`config.mk`:
```
export PLATFORM = sky130hd
export DESIGN_NAME = calendar_time_advance_top
export DESIGN_NICKNAME = d
export VERILOG_FILES = /design/src/rtl/core/cta_pkg.sv /design/src/rtl/core/calendar_time_advance_top.sv
export SDC_FILE = /design/constraint.sdc
export NUM_CORES = 1
export LEC_CHECK = 0
export ABC_CLOCK_PERIOD_IN_PS = 7000
export BUFFER_PORTS_ARGS = -buffer_cell sky130_fd_sc_hd__buf_4
export CORE_AREA = 2 2 163 165
export DETAILED_ROUTE_END_ITERATION = 10
export DIE_AREA = 0 0 165 167
export PLACE_DENSITY = 0.66
export SKIP_CTS_REPAIR_TIMING = 1
export SYNTH_ARGS = -nofsm -noshare
export SYNTH_HDL_FRONTEND = slang
export SYNTH_SLANG_ARGS = --single-unit
```
`constraint.sdc`:
```
create_clock -name clk -period 7 [get_ports clk]
set_input_delay 0.35 -clock clk [delete_from_list [all_inputs] [get_ports clk]]
set_output_delay 0.35 -clock clk [all_outputs]
set_load 0.005 [all_outputs]
```
`src/rtl/core/cta_pkg.sv`:
```
`timescale 1ns / 1ps
// ============================================================================
// cta_pkg
// Shared widths, codes and calendar helpers for the calendar time advance
// block.
// ============================================================================
package cta_pkg;

    // Field widths of one time transaction
    localparam int SEC_BITS   = 6;
    localparam int MIN_BITS   = 6;
    localparam int HOUR_BITS  = 5;
    localparam int DAY_BITS   = 5;
    localparam int MON_BITS   = 4;
    localparam int YEAR_BITS  = 10;
    localparam int ERR_BITS   = 2;

    // Configuration register widths
    localparam int COUNT_BITS    = 12;
    localparam int UNIT_BITS     = 3;
    localparam int CFG_ADDR_BITS = 1;
    localparam int CFG_DATA_BITS = (COUNT_BITS > UNIT_BITS) ? COUNT_BITS : UNIT_BITS;

    // Register indexes on the configuration port
    localparam logic [CFG_ADDR_BITS-1:0] REG_STEP_COUNT = 1'b0;
    localparam logic [CFG_ADDR_BITS-1:0] REG_STEP_UNIT  = 1'b1;

    // Step units
    localparam logic [UNIT_BITS-1:0] UNIT_SECONDS = 3'd0;
    localparam logic [UNIT_BITS-1:0] UNIT_MINUTES = 3'd1;
    localparam logic [UNIT_BITS-1:0] UNIT_HOURS   = 3'd2;
    localparam logic [UNIT_BITS-1:0] UNIT_DAYS    = 3'd3;
    localparam logic [UNIT_BITS-1:0] UNIT_WEEKS   = 3'd4;
    localparam logic [UNIT_BITS-1:0] UNIT_MONTHS  = 3'd5;
    localparam logic [UNIT_BITS-1:0] UNIT_YEARS   = 3'd6;

    // Error codes
    localparam logic [ERR_BITS-1:0] ERR_NONE     = 2'd0;
    localparam logic [ERR_BITS-1:0] ERR_UNIT     = 2'd1;
    localparam logic [ERR_BITS-1:0] ERR_OVERFLOW = 2'd2;

    // Working width: holds a full week step plus the input day and carries
    localparam int WORK_BITS =
        ((COUNT_BITS > YEAR_BITS) ? COUNT_BITS : YEAR_BITS) + 4;

    localparam int DAYS_PER_WEEK = 7;
    localparam int ADD_CNT_BITS  = 3;

    // Packed stream widths, rounded up to whole bytes
    localparam int IN_FIELD_BITS  =
        SEC_BITS + MIN_BITS + HOUR_BITS + DAY_BITS + MON_BITS + YEAR_BITS;
    localparam int OUT_FIELD_BITS = IN_FIELD_BITS + ERR_BITS;
    localparam int IN_TDATA_BITS  = ((IN_FIELD_BITS + 7) / 8) * 8;
    localparam int OUT_TDATA_BITS = ((OUT_FIELD_BITS + 7) / 8) * 8;

    // Calendar constants at working width
    localparam logic [WORK_BITS-1:0] SEC_PER_MIN   = WORK_BITS'(60);
    localparam logic [WORK_BITS-1:0] MIN_PER_HOUR  = WORK_BITS'(60);
    localparam logic [WORK_BITS-1:0] HOUR_PER_DAY  = WORK_BITS'(24);
    localparam logic [WORK_BITS-1:0] MON_PER_YEAR  = WORK_BITS'(12);
    localparam logic [WORK_BITS-1:0] YEAR_BASE     = WORK_BITS'(1900);
    localparam logic [WORK_BITS-1:0] LEAP_CYCLE    = WORK_BITS'(400);
    localparam logic [WORK_BITS-1:0] YEAR_MAX      = WORK_BITS'((1 << YEAR_BITS) - 1);
    localparam logic [WORK_BITS-1:0] LAST_MONTH    = WORK_BITS'(11);
    localparam logic [WORK_BITS-1:0] LAST_CYC_YEAR = WORK_BITS'(399);

    // Gregorian rule on a year already reduced modulo 400
    function automatic logic is_leap(input logic [WORK_BITS-1:0] ymod);
        logic century;
        century = (ymod == WORK_BITS'(100)) || (ymod == WORK_BITS'(200)) ||
                  (ymod == WORK_BITS'(300));
        return (ymod[1:0] == 2'b00) && !century;
    endfunction

    // Length of a month (zero is January)
    function automatic logic [DAY_BITS-1:0] month_days(
        input logic [WORK_BITS-1:0] mon,
        input logic                 leap
    );
        logic [DAY_BITS-1:0] days;
        days = DAY_BITS'(31);
        if (mon == WORK_BITS'(1))
            days = leap ? DAY_BITS'(29) : DAY_BITS'(28);
        else if ((mon == WORK_BITS'(3)) || (mon == WORK_BITS'(5)) ||
                 (mon == WORK_BITS'(8)) || (mon == WORK_BITS'(10)))
            days = DAY_BITS'(30);
        return days;
    endfunction

endpackage

```
`src/rtl/core/calendar_time_advance_top.sv`:
```
`timescale 1ns / 1ps
// ============================================================================
// calendar_time_advance_top
// Adds a configured step to a Gregorian broken-down time and normalizes it
// with one shared add/subtract unit under a small sequencer.
// ============================================================================
//
//  Channel   Direction  Handshake                  Contents
//  s_axis    in         s_axis_tvalid/tready       start time
//  m_axis    out        m_axis_tvalid/tready       advanced time, error code
//  cfg       in         cfg_wr_en (no wait)        step_count, step_unit
//
//  A transaction is accepted, the step is added (seven passes for weeks, none
//  for an invalid unit), carries are taken out of seconds, minutes, hours and
//  months one at a time, the year base is added, 400 years are removed at a
//  time for the leap test, whole months are walked in the day loop, and the
//  result is handed off. For large day and week steps the day loop over the
//  shared unit takes the longest. Reset clears the sequencer and the output
//  valid flag. A new start time is taken while a finished result waits on
//  m_axis.
//
module calendar_time_advance_top
(
    input  logic                                clk,
    input  logic                                rst_n,
    // Configuration write port
    input  logic                                cfg_wr_en,
    input  logic [cta_pkg::CFG_ADDR_BITS-1:0]   cfg_addr,
    input  logic [cta_pkg::CFG_DATA_BITS-1:0]   cfg_wdata,
    // Start time in
    input  logic                                s_axis_tvalid,
    output logic                                s_axis_tready,
    // in_second, in_minute, in_hour, in_day, in_month, in_year, zero fill
    input  logic [cta_pkg::IN_TDATA_BITS-1:0]   s_axis_tdata,
    // Advanced time out
    output logic                                m_axis_tvalid,
    input  logic                                m_axis_tready,
    // out_second, out_minute, out_hour, out_day, out_month, out_year,
    // error_code, zero fill
    output logic [cta_pkg::OUT_TDATA_BITS-1:0]  m_axis_tdata
);
    import cta_pkg::*;

    // Field offsets in the packed stream data
    localparam int SEC_LO  = 0;
    localparam int MIN_LO  = SEC_LO + SEC_BITS;
    localparam int HOUR_LO = MIN_LO + MIN_BITS;
    localparam int DAY_LO  = HOUR_LO + HOUR_BITS;
    localparam int MON_LO  = DAY_LO + DAY_BITS;
    localparam int YEAR_LO = MON_LO + MON_BITS;

    // Sequencer states
    localparam int ST_BITS = 4;
    localparam logic [ST_BITS-1:0] ST_IDLE  = 4'd0;
    localparam logic [ST_BITS-1:0] ST_ADD   = 4'd1;
    localparam logic [ST_BITS-1:0] ST_SEC   = 4'd2;
    localparam logic [ST_BITS-1:0] ST_MIN   = 4'd3;
    localparam logic [ST_BITS-1:0] ST_HOUR  = 4'd4;
    localparam logic [ST_BITS-1:0] ST_MON   = 4'd5;
    localparam logic [ST_BITS-1:0] ST_YBASE = 4'd6;
    localparam logic [ST_BITS-1:0] ST_YMOD  = 4'd7;
    localparam logic [ST_BITS-1:0] ST_DAY   = 4'd8;
    localparam logic [ST_BITS-1:0] ST_DONE  = 4'd9;

    logic [COUNT_BITS-1:0]   step_count_reg;
    logic [UNIT_BITS-1:0]    step_unit_reg;

    logic [ST_BITS-1:0]      state_reg, state_next;
    logic [WORK_BITS-1:0]    sec_reg, sec_next;
    logic [WORK_BITS-1:0]    min_reg, min_next;
    logic [WORK_BITS-1:0]    hour_reg, hour_next;
    logic [WORK_BITS-1:0]    day_reg, day_next;
    logic [WORK_BITS-1:0]    mon_reg, mon_next;
    logic [WORK_BITS-1:0]    year_reg, year_next;
    logic [WORK_BITS-1:0]    ymod_reg, ymod_next;
    logic [ERR_BITS-1:0]     err_reg, err_next;
    logic [ADD_CNT_BITS-1:0] adds_left_reg, adds_left_next;

    logic                      out_valid_reg, out_valid_next;
    logic [OUT_TDATA_BITS-1:0] out_data_reg, out_data_next;

    logic                   in_fire;
    logic                   out_free;

    // Shared add/subtract unit
    logic [WORK_BITS-1:0]   alu_a;
    logic [WORK_BITS-1:0]   alu_b;
    logic                   alu_sub;
    logic [WORK_BITS:0]     alu_sum;
    logic [WORK_BITS-1:0]   alu_res;
    logic                   alu_borrow;

    logic                   leap;
    logic [WORK_BITS-1:0]   dim;
    logic [WORK_BITS-1:0]   cnt_ext;

    logic [YEAR_BITS-1:0]   year_out;
    logic [ERR_BITS-1:0]    err_out;

    assign in_fire       = s_axis_tvalid && s_axis_tready;
    assign s_axis_tready = (state_reg == ST_IDLE);
    assign out_free      = !out_valid_reg || m_axis_tready;
    assign m_axis_tvalid = out_valid_reg;
    assign m_axis_tdata  = out_data_reg;

    assign cnt_ext = WORK_BITS'(step_count_reg);
    assign leap    = is_leap(ymod_reg);
    assign dim     = WORK_BITS'(month_days(mon_reg, leap));

    // Configuration registers
    always_ff @(posedge clk or negedge rst_n)
    begin
        if (!rst_n)
        begin
            step_count_reg <= COUNT_BITS'(1);
            step_unit_reg  <= UNIT_SECONDS;
        end
        else if (cfg_wr_en)
        begin
            unique case (cfg_addr)
                REG_STEP_COUNT: step_count_reg <= cfg_wdata[COUNT_BITS-1:0];
                REG_STEP_UNIT:  step_unit_reg  <= cfg_wdata[UNIT_BITS-1:0];
                default:        step_unit_reg  <= step_unit_reg;
            endcase
        end
    end

    // Operand selection for the shared unit
    always_comb
    begin
        alu_a   = day_reg;
        alu_b   = dim;
        alu_sub = 1'b1;
        unique case (state_reg)
            ST_ADD:
            begin
                alu_sub = 1'b0;
                alu_b   = cnt_ext;
                unique case (step_unit_reg)
                    UNIT_SECONDS: alu_a = sec_reg;
                    UNIT_MINUTES: alu_a = min_reg;
                    UNIT_HOURS:   alu_a = hour_reg;
                    UNIT_MONTHS:  alu_a = mon_reg;
                    UNIT_YEARS:   alu_a = year_reg;
                    default:      alu_a = day_reg;
                endcase
            end
            ST_SEC:
            begin
                alu_a = sec_reg;
                alu_b = SEC_PER_MIN;
            end
            ST_MIN:
            begin
                alu_a = min_reg;
                alu_b = MIN_PER_HOUR;
            end
            ST_HOUR:
            begin
                alu_a = hour_reg;
                alu_b = HOUR_PER_DAY;
            end
            ST_MON:
            begin
                alu_a = mon_reg;
                alu_b = MON_PER_YEAR;
            end
            ST_YBASE:
            begin
                alu_sub = 1'b0;
                alu_a   = year_reg;
                alu_b   = YEAR_BASE;
            end
            ST_YMOD:
            begin
                alu_a = ymod_reg;
                alu_b = LEAP_CYCLE;
            end
            default:
            begin
                alu_a = day_reg;
                alu_b = dim;
            end
        endcase
    end

    always_comb
    begin
        alu_sum    = {1'b0, alu_a} + {1'b0, (alu_sub ? ~alu_b : alu_b)} +
                     {{WORK_BITS{1'b0}}, alu_sub};
        alu_res    = alu_sum[WORK_BITS-1:0];
        alu_borrow = alu_sub && !alu_sum[WORK_BITS];
    end

    // Saturated year and final error code
    always_comb
    begin
        year_out = year_reg[YEAR_BITS-1:0];
        err_out  = err_reg;
        if (year_reg > YEAR_MAX)
        begin
            year_out = YEAR_MAX[YEAR_BITS-1:0];
            if (err_reg == ERR_NONE)
                err_out = ERR_OVERFLOW;
        end
    end

    // Sequencer and working registers
    always_comb
    begin
        state_next     = state_reg;
        sec_next       = sec_reg;
        min_next       = min_reg;
        hour_next      = hour_reg;
        day_next       = day_reg;
        mon_next       = mon_reg;
        year_next      = year_reg;
        ymod_next      = ymod_reg;
        err_next       = err_reg;
        adds_left_next = adds_left_reg;
        out_valid_next = out_valid_reg && !m_axis_tready;
        out_data_next  = out_data_reg;

        unique case (state_reg)
            ST_IDLE:
            begin
                if (in_fire)
                begin
                    sec_next  = WORK_BITS'(s_axis_tdata[SEC_LO +: SEC_BITS]);
                    min_next  = WORK_BITS'(s_axis_tdata[MIN_LO +: MIN_BITS]);
                    hour_next = WORK_BITS'(s_axis_tdata[HOUR_LO +: HOUR_BITS]);
                    day_next  = WORK_BITS'(s_axis_tdata[DAY_LO +: DAY_BITS]);
                    mon_next  = WORK_BITS'(s_axis_tdata[MON_LO +: MON_BITS]);
                    year_next = WORK_BITS'(s_axis_tdata[YEAR_LO +: YEAR_BITS]);
                    adds_left_next = (step_unit_reg == UNIT_WEEKS) ?
                                     ADD_CNT_BITS'(DAYS_PER_WEEK) :
                                     ADD_CNT_BITS'(1);
                    if (step_unit_reg > UNIT_YEARS)
                    begin
                        err_next   = ERR_UNIT;
                        state_next = ST_SEC;
                    end
                    else
                    begin
                        err_next   = ERR_NONE;
                        state_next = ST_ADD;
                    end
                end
            end
            ST_ADD:
            begin
                // A week step is seven passes of the count over the day
                unique case (step_unit_reg)
                    UNIT_SECONDS: sec_next  = alu_res;
                    UNIT_MINUTES: min_next  = alu_res;
                    UNIT_HOURS:   hour_next = alu_res;
                    UNIT_MONTHS:  mon_next  = alu_res;
                    UNIT_YEARS:   year_next = alu_res;
                    default:      day_next  = alu_res;
                endcase
                adds_left_next = adds_left_reg - ADD_CNT_BITS'(1);
                if (adds_left_reg == ADD_CNT_BITS'(1))
                    state_next = ST_SEC;
            end
            ST_SEC:
            begin
                if (!alu_borrow)
                begin
                    sec_next = alu_res;
                    min_next = min_reg + WORK_BITS'(1);
                end
                else
                    state_next = ST_MIN;
            end
            ST_MIN:
            begin
                if (!alu_borrow)
                begin
                    min_next  = alu_res;
                    hour_next = hour_reg + WORK_BITS'(1);
                end
                else
                    state_next = ST_HOUR;
            end
            ST_HOUR:
            begin
                if (!alu_borrow)
                begin
                    hour_next = alu_res;
                    day_next  = day_reg + WORK_BITS'(1);
                end
                else
                    state_next = ST_MON;
            end
            ST_MON:
            begin
                if (!alu_borrow)
                begin
                    mon_next  = alu_res;
                    year_next = year_reg + WORK_BITS'(1);
                end
                else
                    state_next = ST_YBASE;
            end
            ST_YBASE:
            begin
                ymod_next  = alu_res;
                state_next = ST_YMOD;
            end
            ST_YMOD:
            begin
                // Reduce the full year modulo 400 for the leap test
                if (!alu_borrow)
                    ymod_next = alu_res;
                else
                    state_next = ST_DAY;
            end
            ST_DAY:
            begin
                // Walk whole months while the day is past the month's end
                if (!alu_borrow && (alu_res != '0))
                begin
                    day_next = alu_res;
                    if (mon_reg == LAST_MONTH)
                    begin
                        mon_next  = '0;
                        year_next = year_reg + WORK_BITS'(1);
                        ymod_next = (ymod_reg == LAST_CYC_YEAR) ? '0 :
                                    ymod_reg + WORK_BITS'(1);
                    end
                    else
                        mon_next = mon_reg + WORK_BITS'(1);
                end
                else
                    state_next = ST_DONE;
            end
            ST_DONE:
            begin
                if (out_free)
                begin
                    out_valid_next = 1'b1;
                    out_data_next  = OUT_TDATA_BITS'({err_out, year_out,
                                     mon_reg[MON_BITS-1:0], day_reg[DAY_BITS-1:0],
                                     hour_reg[HOUR_BITS-1:0], min_reg[MIN_BITS-1:0],
                                     sec_reg[SEC_BITS-1:0]});
                    state_next     = ST_IDLE;
                end
            end
            default:
            begin
                state_next = ST_IDLE;
            end
        endcase
    end

    always_ff @(posedge clk or negedge rst_n)
    begin
        if (!rst_n)
        begin
            state_reg     <= ST_IDLE;
            out_valid_reg <= 1'b0;
        end
        else
        begin
            state_reg     <= state_next;
            out_valid_reg <= out_valid_next;
        end
    end

    always_ff @(posedge clk)
    begin
        sec_reg       <= sec_next;
        min_reg       <= min_next;
        hour_reg      <= hour_next;
        day_reg       <= day_next;
        mon_reg       <= mon_next;
        year_reg      <= year_next;
        ymod_reg      <= ymod_next;
        err_reg       <= err_next;
        adds_left_reg <= adds_left_next;
        out_data_reg  <= out_data_next;
    end

`ifndef NO_ASSERTIONS
    // An accepted start time keeps the sequencer busy on the next cycle
    a_busy_after_accept: assert property (@(posedge clk) disable iff (!rst_n)
        in_fire |=> !s_axis_tready)
        else $error("input accepted while a time was still in progress");

    // The day loop only runs on a carried month and a reduced leap year
    a_day_loop_ranges: assert property (@(posedge clk) disable iff (!rst_n)
        (state_reg == ST_DAY) |-> (mon_reg < MON_PER_YEAR) && (ymod_reg < LEAP_CYCLE))
        else $error("day loop entered with an unreduced month or year");

    // A new result is only loaded when the output slot is free
    a_no_overwrite: assert property (@(posedge clk) disable iff (!rst_n)
        (out_valid_reg && !m_axis_tready) |=> $stable(out_data_reg))
        else $error("pending result overwritten");

    // Delivered results are normalized
    a_out_normalized: assert property (@(posedge clk) disable iff (!rst_n)
        m_axis_tvalid |->
            (m_axis_tdata[SEC_LO +: SEC_BITS] < SEC_BITS'(60)) &&
            (m_axis_tdata[MIN_LO +: MIN_BITS] < MIN_BITS'(60)) &&
            (m_axis_tdata[HOUR_LO +: HOUR_BITS] < HOUR_BITS'(24)) &&
            (m_axis_tdata[MON_LO +: MON_BITS] < MON_BITS'(12)) &&
            (m_axis_tdata[YEAR_LO + YEAR_BITS +: ERR_BITS] != 2'd3))
        else $error("result not normalized");
`endif

endmodule

```
## Word level (Yosys, flattened, before mapping)

Index checks and enable logic that the tools add are counted.

| operators by class | value |
|---|---|
| add/sub/neg operators | 9 |
| magnitude comparators | 2 |
| equal/unequal tests | 47 |
| muxes and demuxes | 59 |
| bitwise logic cells | 2 |
| reduce and logical (&&, ||, !) cells | 44 |

Operators by type and width:

| kind | count |
|---|---|
| 16-bit 2-to-1 mux | 26 |
| 16-bit one-hot mux with 4 select lines | 5 |
| 16-bit one-hot mux with 7 select lines | 1 |
| 16-bit by 1-bit adder with 16-bit output, second input constant | 6 |
| 16-bit one-hot mux with 3 select lines | 2 |
| 16-bit one-hot mux with 5 select lines | 1 |
| 12-bit one-hot mux with 6 select lines | 1 |
| 16-bit by 4-bit == test with 1-bit output, second input constant | 3 |
| 4-bit one-hot mux with 10 select lines | 1 |
| 4-bit 2-to-1 mux | 9 |
| 16-bit by 9-bit == test with 1-bit output, second input constant | 2 |
| 2-bit inequality test, second input constant | 16 |
| 5-bit AND reduction | 4 |
| 16-bit by 16-bit adder with 17-bit output | 1 |
| 17-bit by 1-bit adder with 17-bit output | 1 |
| 16-bit by 1-bit == test with 1-bit output, second input constant | 1 |
| 16-bit by 2-bit == test with 1-bit output, second input constant | 1 |
| 16-bit by 3-bit == test with 1-bit output, second input constant | 1 |
| 16-bit by 7-bit == test with 1-bit output, second input constant | 1 |
| 16-bit by 8-bit == test with 1-bit output, second input constant | 1 |
| 4-bit by 3-bit == test with 1-bit output, second input constant | 4 |
| 16-bit by 10-bit greater-than comparator with 1-bit output, second input constant | 1 |
| 16-bit inverter | 1 |
| 16-bit nonzero test | 1 |
| 29 further kinds | 72 |

| storage, ports and cells | value |
|---|---|
| bits in registers | 175 |
| input port bits | 58 |
| output and inout port bits | 42 |
| word-level logic and storage cells | 178 |

## Depth between registers and ports, before layout

| logic depth | value |
|---|---|
| depth after elaboration | 18 |
| mapped depth | 22 |
| depth with buffers taken out | 20 |

## Worst setup path after synthesis

Ideal clock, no wire load.

| path | value |
|---|---|
| kind | reg2reg |
| start point | reg mon_reg[0] |
| end point | reg sec_reg[0] (enable) |
| library setup time | 0.414 ns |
| arrival | 4.972 ns |
| required time | 6.586 ns |
| path slack | 1.614 ns |
| cell stages (with the launch flop) | 20 |
| buffers on the path | 0 |
| clock period less this slack | 5.386 ns |
| cells stage by stage | edfxtp_1 > ha_1 > or3b_2 > a21oi_1 > a211oi_2 > or3_4 > o31ai_2 > inv_4 > fa_1 > nor2b_1 > o31ai_1 > a211oi_1 > o31ai_1 > a21boi_1 > o31a_1 > o21a_1 > nor3_4 > a21oi_1 > a21oi_1 > a211oi_1 |

| between the ends | value |
|---|---|
| longest elaborated chain between the ends | 15 |
| elaborated cells between the ends (all ways) | 21 |
| those cells by class | add/sub: 2; eq/ne: 6; mux: 6; bitwise: 1; reduce/logical: 6 |

Ends and longest elaborated chain:

| what | RTL line | text |
|---|---|---|
| from (decl) | calendar_time_advance_top.sv:73 | `logic [WORK_BITS-1:0] mon_reg, mon_next;` |
| from (signal assigned) | calendar_time_advance_top.sv:376 | `mon_reg <= mon_next;` |
| 16-bit by 2-bit == test with 1-bit output / 16-bit by 3-bit == test with 1-bit output (equally long branches) | cta_pkg.sv:84 | `else if ((mon == WORK_BITS'(3)) \|\| (mon == WORK_BITS'(5)) \|\|` |
| 1-bit logical OR (2 in a row) | cta_pkg.sv:84 |  |
| 1-bit logical OR | cta_pkg.sv:85 | `(mon == WORK_BITS'(8)) \|\| (mon == WORK_BITS'(10)))` |
| 1-bit 2-to-1 mux | cta_pkg.sv:84 |  |
| 2-bit 2-to-1 mux | cta_pkg.sv:82 | `if (mon == WORK_BITS'(1))` |
| 12-bit one-hot mux with 6 select lines | calendar_time_advance_top.sv:134 | `unique case (state_reg)` |
| 16-bit inverter | calendar_time_advance_top.sv:189 | `alu_sum = {1'b0, alu_a} + {1'b0, (alu_sub ? ~alu_b : alu_b)} +` |
| 16-bit 2-to-1 mux | calendar_time_advance_top.sv:189 |  |
| 16-bit by 16-bit adder with 17-bit output * | calendar_time_advance_top.sv:189 |  |
| 17-bit by 1-bit adder with 17-bit output * | calendar_time_advance_top.sv:189 |  |
| 1-bit zero test * | calendar_time_advance_top.sv:192 | `alu_borrow = alu_sub && !alu_sum[WORK_BITS];` |
| 1-bit logical AND * | calendar_time_advance_top.sv:192 |  |
| 2-bit inequality test (no line) * | - |  |
| 4-bit AND reduction (no line) * | - |  |
| to (signal assigned) | calendar_time_advance_top.sv:372 | `sec_reg <= sec_next;` |
| to (decl) | calendar_time_advance_top.sv:69 | `logic [WORK_BITS-1:0] sec_reg, sec_next;` |

Every way passes the cells marked *; elsewhere a longest branch is shown, timed or not.
A chain may end at the register's enable or synchronous reset.

## Worst setup path after layout

| path | value |
|---|---|
| start point | reg state_reg[1] |
| end point | reg year_reg[11] (enable) |

| between the ends | value |
|---|---|
| longest elaborated chain between the ends | 13 |
| elaborated cells between the ends (all ways) | 31 |
| those cells by class | add/sub: 2; eq/ne: 13; mux: 4; bitwise: 1; reduce/logical: 11 |

Ends and longest elaborated chain:

| what | RTL line | text |
|---|---|---|
| from (decl) | calendar_time_advance_top.sv:68 | `logic [ST_BITS-1:0] state_reg, state_next;` |
| from (signal assigned) | calendar_time_advance_top.sv:365 | `state_reg <= state_next;` |
| branches (longest 12 deep; another with 16-bit by 16-bit adder with 17-bit output) | - |  |
| 6-bit AND reduction (no line) * | - |  |
| to (signal assigned) | calendar_time_advance_top.sv:377 | `year_reg <= year_next;` |
| to (decl) | calendar_time_advance_top.sv:74 | `logic [WORK_BITS-1:0] year_reg, year_next;` |

Every way passes the cells marked *.

==> impl_metrics.toml <==
[timing]
fin_setup_tns_ns = 0
hold_violations = 0
slew_headroom_pct = 23.2
worst_slew_pin_slew_ns = 1.15
fmax_ghz = 0.159
clock_skew_ns = 0.0179
setup_viol = 0
fin_crit_sh_pct = 90.1
rsz0062_at_grt = "no"
finalCriticalPeriod_ns = 6.31
maxSlewViolCount = 0

[pwr]
p_leak_nw = 4.84
netSwitchingFraction_pct = 25.4
power_frac_clock_pct = 42.1
power_density_mw_per_mm2 = 171
p_comb_share_pct = 7.1
seq_power_share_pct = 50.9
ir_drop_mv = 0.159
p_int_w = 0.00167
p_sw_w = 0.000571

[worst_setup_path]
slowest_delay_ns = 0.89
cp.required_ns = 7.06
cp.depth = 19
cp_max_fo = 25
path_buf_inv = 3
reg2reg_depth = 19
arrival_ns = 6.37
critPathCaptureType = "flop"
cp-start-kind = "flop"
reg2reg_slack_ns = 0.69
r2r-start = "state_reg[1]$_DFFE_PN0P_"
critPathTopFamily = "compound AO/OA/AOI/OAI gates"
worstSetupPathType = "reg -> reg"
slowest_stage = "o21ai_1"
r2r_end = "year_reg[11]$_DFFE_PP_"
endpoint = "year_reg[11]$_DFFE_PP_"
path_cells = "nor2b_1, buf_4, nand2_1, o21ai_1, a211o_1, inv_1, fa_1, nor2b_1, o31ai_1, buf_4, a211oi_1, o31ai_1, a21boi_1, o31a_1, a21o_1, nand2_1, nor4b_4, nor2_2, o211a_1"
crit_start = "state_reg[1]$_DFFE_PN0P_"

[clocking]
cts.sinks = 174
clk_pin_slew_ns = 0.08
htreeDepth = 4
cts_root_buf = "clkbuf_16"
cts_buffer_depth = 2
cts_buffers = 17
clock_latency_ns = 0.44
cts_tree = "built"

[placed_design]
gp_congestion = 0.937
placed_cells_incl_taps = 1570
place.port_buffers = 93
place_hpwl_mm = 27.8

[layout]
final_core_util_pct = 51.1
area_growth_pct = 15.1
fin_cells = 1603
num-fill-cells = 2370
drive_gt1_share_pct = 18.1
area.sequential_mm2 = 0.00513
layout_commonest_cell = "edfxtp_1"
nets = 1341
layout_common_cells = "154 x edfxtp_1, 131 x buf_4, 114 x nand2_1, 93 x nor2_1, 66 x o21ai_0"
multi_input_area_mm2 = 0.00594
largest_reg_flops = 38
diodes = 0

[logic_synthesis]
yosysTopAreaCell = "edfxtp_1"
seq_area_frac_synth_pct = 44.8
yosys-top-cells-area = "edfxtp_1 40%, dfrtp_1 4.2%, a22oi_1 3.8%"
ys_types = 80
async_flop_share_pct = 11.5
synth-seq-cells = 174
syn_area_per_cell_um2 = 9.78
synthesis.instances = 1169
yosys_warnings = 0
synth_edf_count = 154
synth_top_area_share_pct = 40.5
synthesis.area_mm2 = 0.0114
synth_flop_cell = "edfxtp_1"

[detailed_routing]
vias_per_cell = 6.39
dr.first_iter.drc_count = 1258
drt_first_pass_iters = 6
finalWirelength_mm = 37.1
postRouteAntennaNets = 0
num_vias = 10200
drc = 0
wl_per_cell_um = 23.1

[floorplanning]
die-area_mm2 = 0.0276
core_area_mm2 = 0.0258
die_h_um = 167
boundaryPins = 100
rows = 59
initial_utilization_pct = 44.4
fp.dieW_um = 165

[worst_hold_path]
min-delay-start = "cfg_wdata[5]"
min_path_type = "in -> reg"

[global_route]
grt_usage_pct = 27.0
first_global_vias = 9468
antenna_found_initial = 0
grt_pass1_wl_mm = 56.4
grt.overflow.total = 0
grt_max_degree = 39

[flow_run]
drv_cap = 0

[outcome]
status = "finished, final reports clean"
-- metrics by stage --
stage          total power (W)  setup slack [ns]  hold WS, ns  instance area, µm²
6_report               0.00225             0.693        0.135               13200
4_1_cts                0.00225             0.767       -0.234               13100
5_1_grt                0.00231             0.308        0.124               13200
3_3_place_gp           0.00132             0.894        0.242               12600
3_5_place_dp           0.00132             0.802        0.242               12600
2_1_floorplan          0.00125              1.61       0.0544               11400
-- worst min path at each step --
stage | slack [ns] | depth (start not counted) | end
floorplan | 0.05 | 0 | m_axis_tvalid$_DFF_PN0_
global placement | 0.24 | 1 | step_count_reg[5]$_DFFE_PN0P_
detailed placement | 0.24 | 1 | step_count_reg[5]$_DFFE_PN0P_
CTS | -0.23 | 1 | step_count_reg[5]$_DFFE_PN0P_
global route | 0.12 | 2 | step_count_reg[5]$_DFFE_PN0P_
finish | 0.14 | 2 | step_count_reg[5]$_DFFE_PN0P_
-- final cells by class --
type	instances	area share (%)
Inverter	29	0.846
Multi-Input combinational cell	901	45.1
Sequential cell	174	39.0
Clock inverter	15	1.08
Timing Repair Buffer	132	7.55
Clock buffer	17	3.23
Tap cell	335	3.19
-- kinds of logic after synthesis --
family	Yosys count	share of synthesized area, %
and+or+nand+nor	394	17.0
DFF	174	44.8
xor gates and xnor gates	92	7.28
muxes	42	3.93
other	1	0.0328
buffers and inverters	95	3.31
adders and majority gates	28	3.13
AOI/OAI and AO/OA	343	20.5
-- worst reg2reg max path: cells and delay by family (launching register included) --
kind            cells  cell delay [ns]
buf+inv             3             0.42
fa+ha+maj           1             0.47
simple gates        6             1.35
flops               1             0.70
compound gates      9             3.00
-- synthesized netlist by cell type (10+ instances only) --
| cell type | number |
|---|---|
| a21oi_1 | 43 |
| a221o_1 | 10 |
| a22oi_1 | 58 |
| and3_1 | 32 |
| clkbuf_1 | 51 |
| dfrtp_1 | 19 |
| edfxtp_1 | 154 |
| ha_1 | 27 |
| inv_1 | 25 |
| mux2_2 | 22 |
| mux2i_1 | 19 |
| nand2_1 | 114 |
| nand2b_1 | 10 |
| nand3_1 | 57 |
| nand4_1 | 10 |
| nor2_1 | 93 |
| nor2b_1 | 13 |
| nor3_1 | 12 |
| o21a_1 | 15 |
| o21ai_0 | 67 |
| o221ai_1 | 17 |
| o22ai_1 | 62 |
| or2_2 | 16 |
| xnor2_1 | 48 |
| xor2_1 | 42 |
-- metal layers --
layer,up-vias,GRT usage (%),part of all wire [%]
met1,4928,39.9,42
met4,0,7.60,2.1
met3,58,4.21,11
met2,623,41.1,45
li1,4632,-,-
met5,-,0,0
-- power groups by stage --
stage / Combinational, W / Clock (W) / Sequential, W
after floorplan: 0.0000927 / 0 / 0.00116
after global placement: 0.000152 / 0 / 0.00116
after detailed placement: 0.000154 / 0 / 0.00117
after CTS: 0.000154 / 0.000951 / 0.00114
after global routing: 0.000168 / 0.000995 / 0.00114
final: 0.000159 / 0.000944 / 0.00114
Note: power is estimated with default switching activity, not from simulation.
